`config.mk`:
```
export PLATFORM = sky130hd
export DESIGN_NAME = vrt_front
export DESIGN_NICKNAME = d
export VERILOG_FILES = /design/src/rtl/vrt_pkg.sv /design/src/rtl/vrt_front.sv
export SDC_FILE = /design/constraint.sdc
export NUM_CORES = 1
export LEC_CHECK = 0
export ABC_CLOCK_PERIOD_IN_PS = 11400
export BUFFER_PORTS_ARGS = -buffer_cell sky130_fd_sc_hd__buf_2
export CAP_MARGIN = 0
export CORE_MARGIN = 2
export CORE_UTILIZATION = 59
export CTS_BUF_LIST = sky130_fd_sc_hd__clkbuf_4
export CTS_CLUSTER_SIZE = 16
export DETAILED_ROUTE_END_ITERATION = 12
export GPL_TIMING_DRIVEN = 0
export PLACE_DENSITY_LB_ADDON = 0.25
export SLEW_MARGIN = 40
export SYNTH_ARGS = -nofsm -noshare
export SYNTH_HDL_FRONTEND = slang
export SYNTH_SLANG_ARGS = --single-unit
```
`constraint.sdc`:
```
create_clock -name clk -period 11.4 [get_ports clk]
set_input_delay 1.71 -clock clk [delete_from_list [all_inputs] [get_ports clk]]
set_output_delay 1.71 -clock clk [all_outputs]
set_load 0.03 [all_outputs]
```
`src/rtl/vrt_pkg.sv`:
```
// Shared types and constants for the VLAN registration tracker.
// No dependencies; imported by every module of the block.
`timescale 1ns / 1ps
package vrt_pkg;

  // MRP event codes
  localparam logic [2:0] EV_NEW      = 3'd0;
  localparam logic [2:0] EV_JOININ   = 3'd1;
  localparam logic [2:0] EV_IN       = 3'd2;
  localparam logic [2:0] EV_JOINMT   = 3'd3;
  localparam logic [2:0] EV_MT       = 3'd4;
  localparam logic [2:0] EV_LV       = 3'd5;
  localparam logic [2:0] EV_LEAVEALL = 3'd6;

  // VLAN states
  localparam logic [1:0] ST_UNKNOWN    = 2'd0;
  localparam logic [1:0] ST_REGISTERED = 2'd1;
  localparam logic [1:0] ST_LEAVING    = 2'd2;
  localparam logic [1:0] ST_WITHDRAWN  = 2'd3;

  // Result kinds
  localparam logic [1:0] KIND_TRANS      = 2'd0;
  localparam logic [1:0] KIND_TABLE_FULL = 2'd1;
  localparam logic [1:0] KIND_MEMB_FULL  = 2'd2;

  localparam int DEF_MAX_VLANS   = 32;
  localparam int DEF_MAX_MEMBERS = 8;
  localparam int RESULT_CAP      = 32;
  localparam int RCW             = $clog2(RESULT_CAP + 1);

  typedef struct packed {
    logic [2:0]  event_code;
    logic [11:0] vlan_id;
    logic [47:0] sender_mac;
  } in_item_t;

  typedef struct packed {
    logic [1:0]  kind;
    logic [11:0] result_vid;
    logic [1:0]  from_state;
    logic [1:0]  to_state;
    logic [2:0]  cause_event;
    logic [47:0] cause_mac;
    logic        last;
  } out_item_t;

  typedef struct packed {
    logic leave_all;
    logic join_ev;
    logic leave_ev;
  } ev_class_t;

  typedef struct packed {
    ev_class_t cls;
    in_item_t  item;
  } q_item_t;

endpackage

```
`src/rtl/vrt_front.sv`:
```
// Front end: accepts requests, classifies the event code, queues them.
// Depends on vrt_pkg.
`timescale 1ns / 1ps
module vrt_front
  import vrt_pkg::*;
(
  input  logic     clk,
  input  logic     rst_n,
  input  logic     in_valid,
  output logic     in_stall,
  input  in_item_t in_data,
  output logic     q_valid,
  output q_item_t  q_data,
  input  logic     q_pop
);

  q_item_t    q_mem_r [2];
  logic       wr_ptr_r;
  logic       rd_ptr_r;
  logic [1:0] q_cnt_r;
  q_item_t    cls_item;
  logic       push;

  // classify the event
  always_comb begin
    cls_item.item          = in_data;
    cls_item.cls.leave_all = (in_data.event_code == EV_LEAVEALL);
    cls_item.cls.join_ev   = (in_data.event_code == EV_NEW) ||
                             (in_data.event_code == EV_JOININ) ||
                             (in_data.event_code == EV_JOINMT);
    cls_item.cls.leave_ev  = (in_data.event_code == EV_LV);
  end

  assign in_stall = (q_cnt_r == 2'd2);
  assign push     = in_valid && !in_stall;
  assign q_valid  = (q_cnt_r != 2'd0);
  assign q_data   = q_mem_r[rd_ptr_r];

  // store queue payload
  always_ff @(posedge clk) begin
    if (push) begin
      q_mem_r[wr_ptr_r] <= cls_item;
    end
  end

  // advance pointers and fill count
  always_ff @(posedge clk) begin
    if (!rst_n) begin
      wr_ptr_r <= 1'b0;
      rd_ptr_r <= 1'b0;
      q_cnt_r  <= 2'd0;
    end else begin
      if (push) wr_ptr_r <= !wr_ptr_r;
      if (q_pop) rd_ptr_r <= !rd_ptr_r;
      q_cnt_r <= q_cnt_r + 2'(push) - 2'(q_pop);
    end
  end

endmodule

```
* Yosys cells after proc, flatten, opt, wreduce, memory -nomap -nowiden
Memory sizes are Yosys's and may differ from the RTL's. A register that Yosys moved wholly into a read port is not among the register bits.
Cells that the tools add are included.
** Cells by class
- $add $sub $neg :: 2
- Eq/ne operators :: 5
- Mux-type cells :: 4
- Reduce and logical (&&, ||, !) cells :: 8
** Operators with widths (number)
- 3-bit equality test (second input constant) :: 2
- 1-bit 2-to-1 mux :: 4
- 3-bit by 1-bit equality test with 1-bit output (second input constant) :: 1
- 3-bit by 2-bit equality test with 1-bit output (second input constant) :: 1
- 1-bit zero test :: 3
- 3-bit zero test :: 1
- 2-bit by 1-bit adder with 2-bit output :: 1
- 2-bit equality test (second input constant) :: 1
- 1-bit logical OR :: 2
- 2-bit nonzero test :: 1
- 2-bit by 1-bit subtractor with 2-bit output :: 1
- 1-bit logical AND :: 1
** Storage, ports and cells
- Flip-flop bits (word level) :: 4
- RAM bits :: 132
- Bits of input ports :: 67
- Output and inout bits :: 68
- Word-level logic and storage cells :: 23
- Memories kept :: 1
** Memory list
- q_mem_r :: depth 2, bits a word 66, read ports 1, clocked after Yosys merged registers in 1, wr ports 1, RTL line vrt_front.sv:17 : q_item_t q_mem_r [2];

* Longest topological paths before layout
Gate-level depths: netlist (run 1).
- Depth after elaboration :: 5
- Depth in mapped cells :: 8
- Gate-level depth less buffers :: 8

* Worst setup path after synthesis (run 1)
No wires, ideal clock.
- Path kind :: input -> register
- From :: input in_valid
- To :: memory q_mem_r[0][0] (netlist name) (enable)
- Library setup time :: 490 ps
- Arrival :: 4562 ps
- Required time :: 10910 ps
- Path slack :: 6348 ps
- Stages :: 2
- Path buffers :: 0
- Cells stage by stage :: nand2_1 nor2_1
** Between the ends
- Cells in the longest elaborated chain, start to end :: 3
** RTL lines
- from (decl) :: RTL line vrt_front.sv:9 : input logic in_valid,
- 1-bit logical AND :: RTL line vrt_front.sv:35 : assign push = in_valid && !in_stall;
- 1-bit 2-to-1 mux :: RTL line vrt_front.sv:41 : if (push) begin
- 1-bit 2-to-1 mux (not written as such) :: RTL line vrt_front.sv:42 : q_mem_r[wr_ptr_r] <= cls_item;
- to (decl) :: RTL line vrt_front.sv:17
No other way between the ends.

==> summary.txt, run 1 <==
period utilization -> 0.306
relative slew slack -> 0.719
Critical Path End Type -> primary output
Critical Path AT -> 1.78 ns
Mapped Nets -> 304
Slew @ Worst Pin -> 0.421 ns
HPWL Detailed -> 5810 um
final cell count without fillers -> 513
largest net degree at the start of global routing -> 39
final setup vio count -> 0
Yosys Warn Count -> 0
GRT overflow -> 0
first-pass GRT wire length -> 12,900 um
main flop type after synthesis -> edfxtp_1
hold_buf cts -> 0
Mapped Area -> 5170 um2
WL per Instance -> 16.3 um
PD cells -> 205 nW/um2
die width -> 97.6 um
Vias -> 2,602
CTS tree -> built
PostCTS Resize Cnt -> 0
core area -> 8590 um2
crit-path cells -> buf_6, buf_6, mux2_4, buf_2
htree depth -> 4
TNS Setup -> 0 ns
Setup WS pre-CTS -> 8.43 ns
initial drt markers -> 79
Worst Slack Setup Final -> 7.91 ns
CP top delay family -> buffers and inverters
Ports -> 135
Slowest cell on crit path -> dfxtp_1
vias in the first global route -> 2,742
Crit Path Category -> reg -> out
CP max FO -> 10
Num CTS Buffers -> 17
Max Fclk -> 0.287 GHz
total routed wirelength -> 8340 um
status -> finished clean
initial antenna violation count -> 0
Post-synth EDFFs -> 132
distinct cell type count after synthesis -> 18
worst hold slack -> 0.530 ns
postcts setup bufs -> 0
Period minus WS final -> 3.49 ns
share of cells above drive strength 1 -> 0.602
RePlAce Congestion -> 0.666
GR Util All Layers -> 0.183
area grow syn2layout -> 23.6%
area leader, netlist -> edfxtp_1
leak pwr -> 2.55 nW
worst min-delay path class -> reg -> reg
# fillers -> 554
Reg clk slew, reported paths -> 0.11 ns
number of remaining DRC errors -> 0
Clk Latency, worst-skew pair -> 0.49 ns
Synth async-reset ratio -> 0
count leader, synth -> edfxtp_1
clock root buffer -> clkbuf_4
top-area cell type share of the netlist area -> 0.766
RSZ-0062 raised after global routing -> false
WP data required -> 9.69 ns
Ant. Diodes -> 0
post-synthesis sequential area ratio -> 0.786
register bit count reported by yosys -> 137
Site Rows -> 34
Starting Density -> 0.602
Max Clock Skew -> 0.0146 ns
# port buffers -> 134
Worst IR Drop VDD -> 168 uV
Die Ht -> 97.6 um
Cells after DPL -> 482
CP most frequent cell -> buf_6
nets@finish -> 462
endpoints failing hold -> 0
Longest Clk Path Bufs -> 2
slowest stage delay, CP -> 0.40 ns
leading post-synthesis cells by cell area -> edfxtp_1 77%, mux2_4 12%, mux2_2 5.7%
First-pass DRT Iterations -> 4
Final Max Tran Viols -> 0
CP Launch Type -> flip-flop
Vias/cell -> 5.07
synthesized netlist cell count -> 235
Mean Syn Cell Area -> 22.0 um2
Final Core Density -> 0.744
# Max-Cap Violations -> 0
Worst Path Buf+Inv -> 3
Post-synth top cells -> 132 x edfxtp_1, 40 x mux2_4, 26 x mux2_2
Final ANT Viol Nets -> 0
die area -> 9530 um2
CTS sink cnt -> 137
==> cell families (layout without fill, tap and decap cells) <==
kind of cell / after synthesis / in the layout / share of synthesized area
mux: 67 / 67 / 0.175
flops: 137 / 137 / 0.786
simple gates: 14 / 14 / 0.0131
xor+xnor: 3 / 3 / 0.00508
fa+ha+maj: 2 / 2 / 0.00484
compound gates: 1 / 1 / 0.000967
buf+inv: 11 / 181 / 0.0157
==> worst min-delay path, delay by kind of cell (launching register included) <==
family        cells  cell delay [ns]
xor+xnor          1             0.08
flops             1             0.35
simple gates      1             0.07
==> state kept, by name, indices dropped and copies added, names as in the netlist, named ones only <==
signal,cells
q_mem_r,132
q_cnt_r,2
wr_ptr_r,1
rd_ptr_r,1
==> placed cells by master (no fill, tap or decap), types with 3 or more instances in the layout <==
cell type  Yosys  final
buf_2          2    136
clkinv_2       0      4
clkbuf_4       0     17
edfxtp_1     132    132
buf_6          5      5
mux2_4        40     40
nor2_1         5      4
clkinv_4       0      3
inv_1          4      4
buf_8          0      3
nand2_1        3      3
bufinv_16      0      4
mux2_2        26     26
dfxtp_1        5      5
==> per-stage QoR <==
stage	cell area [um2]	total power, W
after floorplan	5170	0.000890
after CTS	6390	0.00132
final	6390	0.00131
after detailed placement	6080	0.000987
after global placement	5980	0.000970
after global routing	6390	0.00136
==> final timing paths <==
path                   start             to  slack (ns)  cells after the start
hold / removal      rd_ptr_r      flip-flop        0.53                      2
setup / recovery   flip-flop     q_data[27]        7.91                      4
hold reg to reg     rd_ptr_r      flip-flop        0.53                      2
setup reg to reg  q_cnt_r[0]  q_mem_r[0][3]        9.71                      5
==> layer usage <==
layer / GRT usage / part of all wire
met1: 0.201 / 0.39
met2: 0.314 / 0.53
met3: 0.0770 / 0.073
met4: 0.0769 / 0.0071
met5: 0 / 0
==> area by class of cell <==
type	instances	area, um2	share of cell area
sequential	137	4060	0.636
multi-input combinational	87	1040	0.163
timing repair buffer	139	763	0.119
clock inverter	14	181	0.0284
tap	108	135	0.0211
clock buffer	17	128	0.0200
buffer	7	66.3	0.0104
inverter	4	15.0	0.00235
==> where the power goes <==
group          internal (W)  leakage [nW]  switching, W
clock network      0.000171         0.166      0.000166
registers          0.000636          1.27     0.0000183
logic              0.000122          1.11      0.000194
Note: power is estimated with default switching activity, not from simulation.
==> run 2: changes to the inputs <==
- ABC_AREA: not set -> 1
- ABC_CLOCK_PERIOD_IN_PS: 11400 -> 3300
- CORE_UTILIZATION: 59 -> 54
- clock period: 11.4 -> 3.3 ns (I/O delays scaled with it)
==> summary.txt, run 2 <==
status -> finished clean
Synth Area in Compound Gates -> 0.00290 (+0.00193)
Setup WS pre-CTS -> 1.30 ns (-7.13 ns)
worst reg2reg startpoint -> q_cnt_r[0]
Mean Syn Cell Area -> 21.1 um2 (-3.9%)
synthesized netlist cell count -> 245 (+4.3%)
GR Util All Layers -> 0.168 (-0.0155)
distinct cell type count after synthesis -> 13 (-5)
Longest Clk Path Bufs -> 2 (unchanged)
Critical Path End Type -> primary output
final setup vio count -> 0 (unchanged)
Synth async-reset ratio -> 0 (unchanged)
Vias/cell -> 4.94 (-2.7%)
hold_buf cts -> 0 (unchanged)
Yosys Warn Count -> 0 (unchanged)
Reg clk slew, reported paths -> 0.12 ns (about the same)
area grow syn2layout -> 23.4%
CTS sink cnt -> 137 (unchanged)
period utilization -> 0.673
Worst Slack Setup Final -> 1.08 ns (-6.84 ns)
PostCTS Resize Cnt -> 0 (unchanged)
Worst IR Drop VDD -> 376 uV (+120%)
count leader, synth -> edfxtp_1
Site Rows -> 35 (+2.9%)
# Max-Cap Violations -> 0 (unchanged)
clock root buffer -> clkbuf_4
Starting Density -> 0.558 (-0.0440)
Mapped Nets -> 314 (+3.3%)
first-pass GRT wire length -> 12,700 um (-1.5%)
endpoints failing hold -> 0 (unchanged)
post-synthesis mux area share -> 0.172 (-0.00219)
Final ANT Viol Nets -> 0 (unchanged)
Post-synth top cells -> 132 x edfxtp_1, 40 x mux2_4, 26 x mux2_2
Worst Hold Depth -> 1 (-1)
share of cells above drive strength 1 -> 0.589 (-0.0131)
largest net degree at the start of global routing -> 36 (-7.7%)
Die Ht -> 102 um (+4.4%)
HPWL Detailed -> 5690 um (-2.0%)
commonest cells after routing, fill and taps aside -> 136 x buf_2, 132 x edfxtp_1, 40 x mux2_4, 26 x mux2_2, 18 x clkbuf_4
xor and xnor area share after synthesis -> 0 (-0.00508)
largest family of logic cells by synthesized area -> multiplexers
top-area cell type share of the netlist area -> 0.765 (-0.00111)
Period minus WS final -> 2.22 ns
Post-Synth Adder-Cell Area -> 0.00483 (-0.00000701)
power consumption -> 0.00387 W (+200%)
TNS Setup -> 0 ns (unchanged)
initial antenna violation count -> 1 (+1)
main flop type after synthesis -> edfxtp_1
Slew @ Worst Pin -> 0.672 ns (+0.251 ns)
GRT overflow -> 0 (unchanged)
vias in the first global route -> 2,709 (-1.2%)
Final Max Tran Viols -> 0 (unchanged)
Worst Hold Path EP -> q_mem_r[1][22]
Ant. Diodes -> 0 (unchanged)
PD cells -> 605 nW/um2 (+200%)
RePlAce Congestion -> 0.728 (+9.4%)
simple-gate share of the synthesized area -> 0.0159 (+0.00288)
flop2flop setup slack -> 1.34 ns (-8.37 ns)
r2r worst-path depth -> 6 (+1)
initial drt markers -> 97 (+23%)
Crit Path Category -> reg -> out
worst min-delay path class -> in -> reg
post-synthesis sequential area ratio -> 0.785 (-0.00114)
nets@finish -> 471 (+1.9%)
CTS tree -> built
die width -> 102 um (+4.4%)
WL per Instance -> 15.2 um (-6.3%)
Final Core Density -> 0.689 (-0.0552)
First-pass DRT Iterations -> 4 (unchanged)
max reg flops -> 132 (unchanged)
Num CTS Buffers -> 17 (unchanged)
FF-to-FF End -> q_mem_r[0][57]
total routed wirelength -> 8270 um (-0.79%)
WP data required -> 2.80 ns (-6.89 ns)
HP Start -> in_data[22]
htree depth -> 4 (unchanged)
final cell count without fillers -> 543 (+5.8%)
Vias -> 2,680 (+3.0%)
RSZ-0062 raised after global routing -> false
number of remaining DRC errors -> 0 (unchanged)
Critical Path AT -> 1.73 ns (-0.05 ns)
Max Clock Skew -> 0.0133 ns (-0.00130 ns)
relative slew slack -> 0.551 (-0.169)
area leader, netlist -> edfxtp_1
Post-synth EDFFs -> 132 (unchanged)
CP max FO -> 10 (unchanged)
commonest non-fill, non-tap cell in the layout -> buf_2
leading post-synthesis cells by cell area -> edfxtp_1 77%, mux2_4 12%, mux2_2 5.7%
Top Registers -> q_mem_r x132, q_cnt_r x2
Max Fclk -> 0.450 GHz
postcts setup bufs -> 0 (unchanged)
die area -> 10,400 um2 (+9.0%)
largest register by flop count -> q_mem_r
Ports -> 135 (unchanged)
Cells after DPL -> 512 (+6.2%)
leak pwr -> 2.54 nW (-0.45%)
# port buffers -> 134 (unchanged)
Clk Latency, worst-skew pair -> 0.48 ns (about the same)
Mapped Area -> 5180 um2 (+0.15%)
core area -> 9280 um2 (+8.0%)
CP Launch Type -> flip-flop
register bit count reported by yosys -> 137 (unchanged)
[run 2: cell types whose count changed in the layout (fill, tap and decap cells not counted), moves of 3 or more]
| cell | delta |
|---|---|
| inv_1 | +4 |
| clkinvlp_4 | +4 |
| nand2_1 | +8 |
| inv_6 | +3 |
| clkinv_2 | -3 |
[run 2: logic make-up (layout without fill, tap and decap cells)]
kind of cell | after synthesis | count (layout)
fa+ha+maj | 2 | 2
mux | 66 | 66
simple gates | 21 | 21
flops | 137 | 137
compound gates | 3 | 3
buf+inv | 16 | 185
[run 2: through the flow]
step	instance area, um2	hold WS [ns]
floorplan	5180	0.463
global placement	6010	0.477
detailed placement	6110	0.494
CTS	6390	0.145
global route	6390	0.107
finish	6390	0.192
[run 2: area by class of cell]
class	count	area, um2
Buffer	7	66.3
Tap cell	129	161
Timing Repair Buffer	138	761
Clock inverter	13	146
Multi-Input combinational cell	92	1020
Inverter	9	36.3
Fill cell	682	2890
Clock buffer	18	135
Sequential cell	137	4060
[run 2: worst max path at each step]
stage	from	endpoint	cells past startpoint
finish	flip-flop	q_data[30]	4
CTS	flip-flop	q_data[63]	4
global route	flip-flop	q_data[25]	4
global placement	in_valid	q_mem_r[0][2]	3
floorplan	in_valid	q_mem_r[0][0]	2
detailed placement	in_valid	q_mem_r[0][3]	5
[run 2: report_power, final]
part	leakage, nW	internal, W	switching, W	total, W
registers	1.27	0.00208	0.0000363	0.00211
logic	1.13	0.000272	0.000433	0.000705
clock network	0.138	0.000461	0.000593	0.00105
total	2.54	0.00281	0.00106	0.00387
[run 2: per-layer routing]
metal,global-route usage,vias to the layer above,part of all wire
met5,0,-,0.00060
met4,0.0626,2,0.012
met3,0.0732,10,0.086
met2,0.280,102,0.50
met1,0.194,1296,0.40
li1,-,1270,-
[run 2: critical path, stage by stage (launching register included)]
cell and delay (ns):
dfxtp_1 0.38, buf_6 0.18, buf_6 0.20, mux2_4 0.31
buf_2 0.18
==> run 3: changes to the inputs <==
- ABC_AREA: 1 -> 0
- ABC_CLOCK_PERIOD_IN_PS: 3300 -> 2300
- clock period: 3.3 -> 2.3 ns (I/O delays scaled with it)
==> summary.txt, run 3 (synthesized netlist as in run 1, its figures left out) <==
status -> finished clean
htree depth -> 4 (unchanged)
CP Launch Type -> flip-flop
Vias -> 2,844 (+6.1%)
FF-to-FF End -> q_mem_r[0][17]
initial antenna violation count -> 0 (-1)
# fillers -> 581 (-15%)
HPWL Detailed -> 5690 um (-0.11%)
sw frac -> 0.316 (+0.0415)
flop2flop setup slack -> 0.62 ns (-0.72 ns)
# port buffers -> 134 (unchanged)
core area -> 9280 um2 (unchanged)
Ant. Diodes -> 0 (unchanged)
Setup WS pre-CTS -> 0.603 ns (-0.696 ns)
postcts setup bufs -> 0 (unchanged)
Critical Path AT -> 1.74 ns (about the same)
Period minus WS final -> 2.08 ns
Comb pwr share -> 0.268 (+0.086)
Max Fclk -> 0.481 GHz
sequential cell area -> 4060 um2 (unchanged)
Crit Path Category -> reg -> out
Die Ht -> 102 um (about the same)
period utilization -> 0.905
area grow syn2layout -> 34.5%
area taken by multi-input logic gates -> 1040 um2 (+1.6%)
relative slew slack -> 0.687 (+0.136)
Worst IR Drop VDD -> 522 uV (+39%)
slowest stage delay, CP -> 0.38 ns (about the same)
final setup vio count -> 0 (unchanged)
Num CTS Buffers -> 17 (unchanged)
Worst Slack Setup Final -> 0.219 ns (-0.859 ns)
Reg clk slew, reported paths -> 0.12 ns (about the same)
vias in the first global route -> 2,786 (+2.8%)
worst reg2reg startpoint -> q_cnt_r[0]
Top Registers -> q_mem_r x132, q_cnt_r x2
Longest Clk Path Bufs -> 2 (unchanged)
Clk Latency, worst-skew pair -> 0.48 ns (about the same)
placed cell areas -> 6120 um2 (+0.16%)
largest register by flop count -> q_mem_r
First-pass DRT Iterations -> 4 (unchanged)
Slew @ Worst Pin -> 0.469 ns (-0.203 ns)
clock share of power -> 0.213 (-0.059)
initial drt markers -> 90 (-7.2%)
# Max-Cap Violations -> 0 (unchanged)
nets@finish -> 521 (+11%)
share of cells above drive strength 1 -> 0.527 (-0.0625)
Ports -> 135 (unchanged)
power consumption -> 0.00626 W (+62%)
Site Rows -> 35 (unchanged)
clock root buffer -> clkbuf_4
RePlAce Congestion -> 0.700 (-4.0%)
Seq pwr share -> 0.520 (-0.026)
WL per Instance -> 15.9 um (+4.1%)
number of remaining DRC errors -> 0 (unchanged)
final cell count without fillers -> 594 (+9.4%)
Cells after DPL -> 503 (-1.8%)
CTS tree -> built
Worst Hold Depth -> 1 (unchanged)
Final ANT Viol Nets -> 0 (unchanged)
Pint -> 0.00428 W (+53%)
commonest non-fill, non-tap cell in the layout -> buf_2
CP max FO -> 10 (unchanged)
GR Util All Layers -> 0.168 (about the same)
r2r worst-path depth -> 5 (-1)
PostCTS Resize Cnt -> 0 (unchanged)
design area -> 6960 um2 (+8.8%)
Max Clock Skew -> 0.0165 ns (+0.00320 ns)
worst hold slack -> 0.0745 ns (-0.118 ns)
Starting Density -> 0.557 (-0.000809)
first-pass GRT wire length -> 13,000 um (+1.7%)
Worst Hold Path EP -> q_mem_r[0][30]
commonest cells after routing, fill and taps aside -> 136 x buf_2, 132 x edfxtp_1, 59 x dlygate4sd3_1, 40 x mux2_4, 26 x mux2_2
largest net degree at the start of global routing -> 36 (unchanged)
GRT overflow -> 0 (unchanged)
RSZ-0062 raised after global routing -> false
Final Max Tran Viols -> 0 (unchanged)
Vias/cell -> 4.79 (-3.0%)
die width -> 102 um (about the same)
leak pwr -> 2.77 nW (+9.1%)
HP Start -> in_data[30]
worst min-delay path class -> in -> reg
endpoints failing hold -> 0 (unchanged)
NetSw -> 0.00198 W (+86%)
crit-path cells -> buf_6, buf_6, mux2_4, buf_2
CP most frequent cell -> buf_6
max reg flops -> 132 (unchanged)
total routed wirelength -> 9420 um (+14%)
Critical Path End Type -> primary output
WP data required -> 1.96 ns (-0.84 ns)
CTS sink cnt -> 137 (unchanged)
die area -> 10,400 um2 (-0.14%)
Slowest cell on crit path -> dfxtp_1
hold_buf cts -> 10 (+10)
PD cells -> 900 nW/um2 (+49%)
==> run 3: worst max-delay path, delay by kind of cell, from the launching register on <==
kind | cells | cell delay [ns]
buf+inv | 3 | 0.57
flops | 1 | 0.38
mux | 1 | 0.32
==> run 3: cell type report <==
type	count	area share
Clock inverter	15	0.0167
Sequential cell	137	0.584
Buffer	7	0.00953
Clock buffer	17	0.0183
Multi-Input combinational cell	87	0.149
Timing Repair Buffer	198	0.196
Tap cell	129	0.0232
Inverter	4	0.00216
==> run 3: worst max path at each step <==
stage / startpoint / end / slack, ns / depth (start not counted)
after floorplan: q_cnt_r[0] / q_mem_r[0][0] / 0.32 / 3
after global placement: q_cnt_r[0] / q_mem_r[0][48] / -0.21 / 3
after detailed placement: q_cnt_r[0] / q_mem_r[0][5] / 0.60 / 5
after CTS: flip-flop / q_data[26] / 0.16 / 4
after global routing: flip-flop / q_data[29] / 0.10 / 4
final: flip-flop / q_data[26] / 0.22 / 4
==> run 3: power by group through the flow <==
| stage | clock network, W | registers, W | logic (W) |
|---|---|---|---|
| 2_1_floorplan | 0 | 0.00329 | 0.00111 |
| 3_3_place_gp | 0 | 0.00330 | 0.00148 |
| 3_5_place_dp | 0 | 0.00331 | 0.00160 |
| 4_1_cts | 0.00136 | 0.00325 | 0.00162 |
| 5_1_grt | 0.00149 | 0.00329 | 0.00179 |
| 6_report | 0.00133 | 0.00325 | 0.00168 |
==> run 3: metrics by stage <==
| step | util | TNS [ns] |
|---|---|---|
| 6_report | 0.749 | 0 |
| 5_1_grt | 0.749 | 0 |
| 4_1_cts | 0.696 | 0 |
| 3_5_place_dp | 0.659 | 0 |
| 3_3_place_gp | 0.648 | -13.98 |
| 2_1_floorplan | - | 0 |
==> run 3: per-layer routing <==
layer | vias up | track usage | wire length (um)
li1 | 1356 | - | -
met1 | 1376 | 0.196 | 3700
met2 | 106 | 0.280 | 5040
met3 | 6 | 0.0780 | 620
met4 | 0 | 0.0503 | 61
met5 | - | 0 | 0
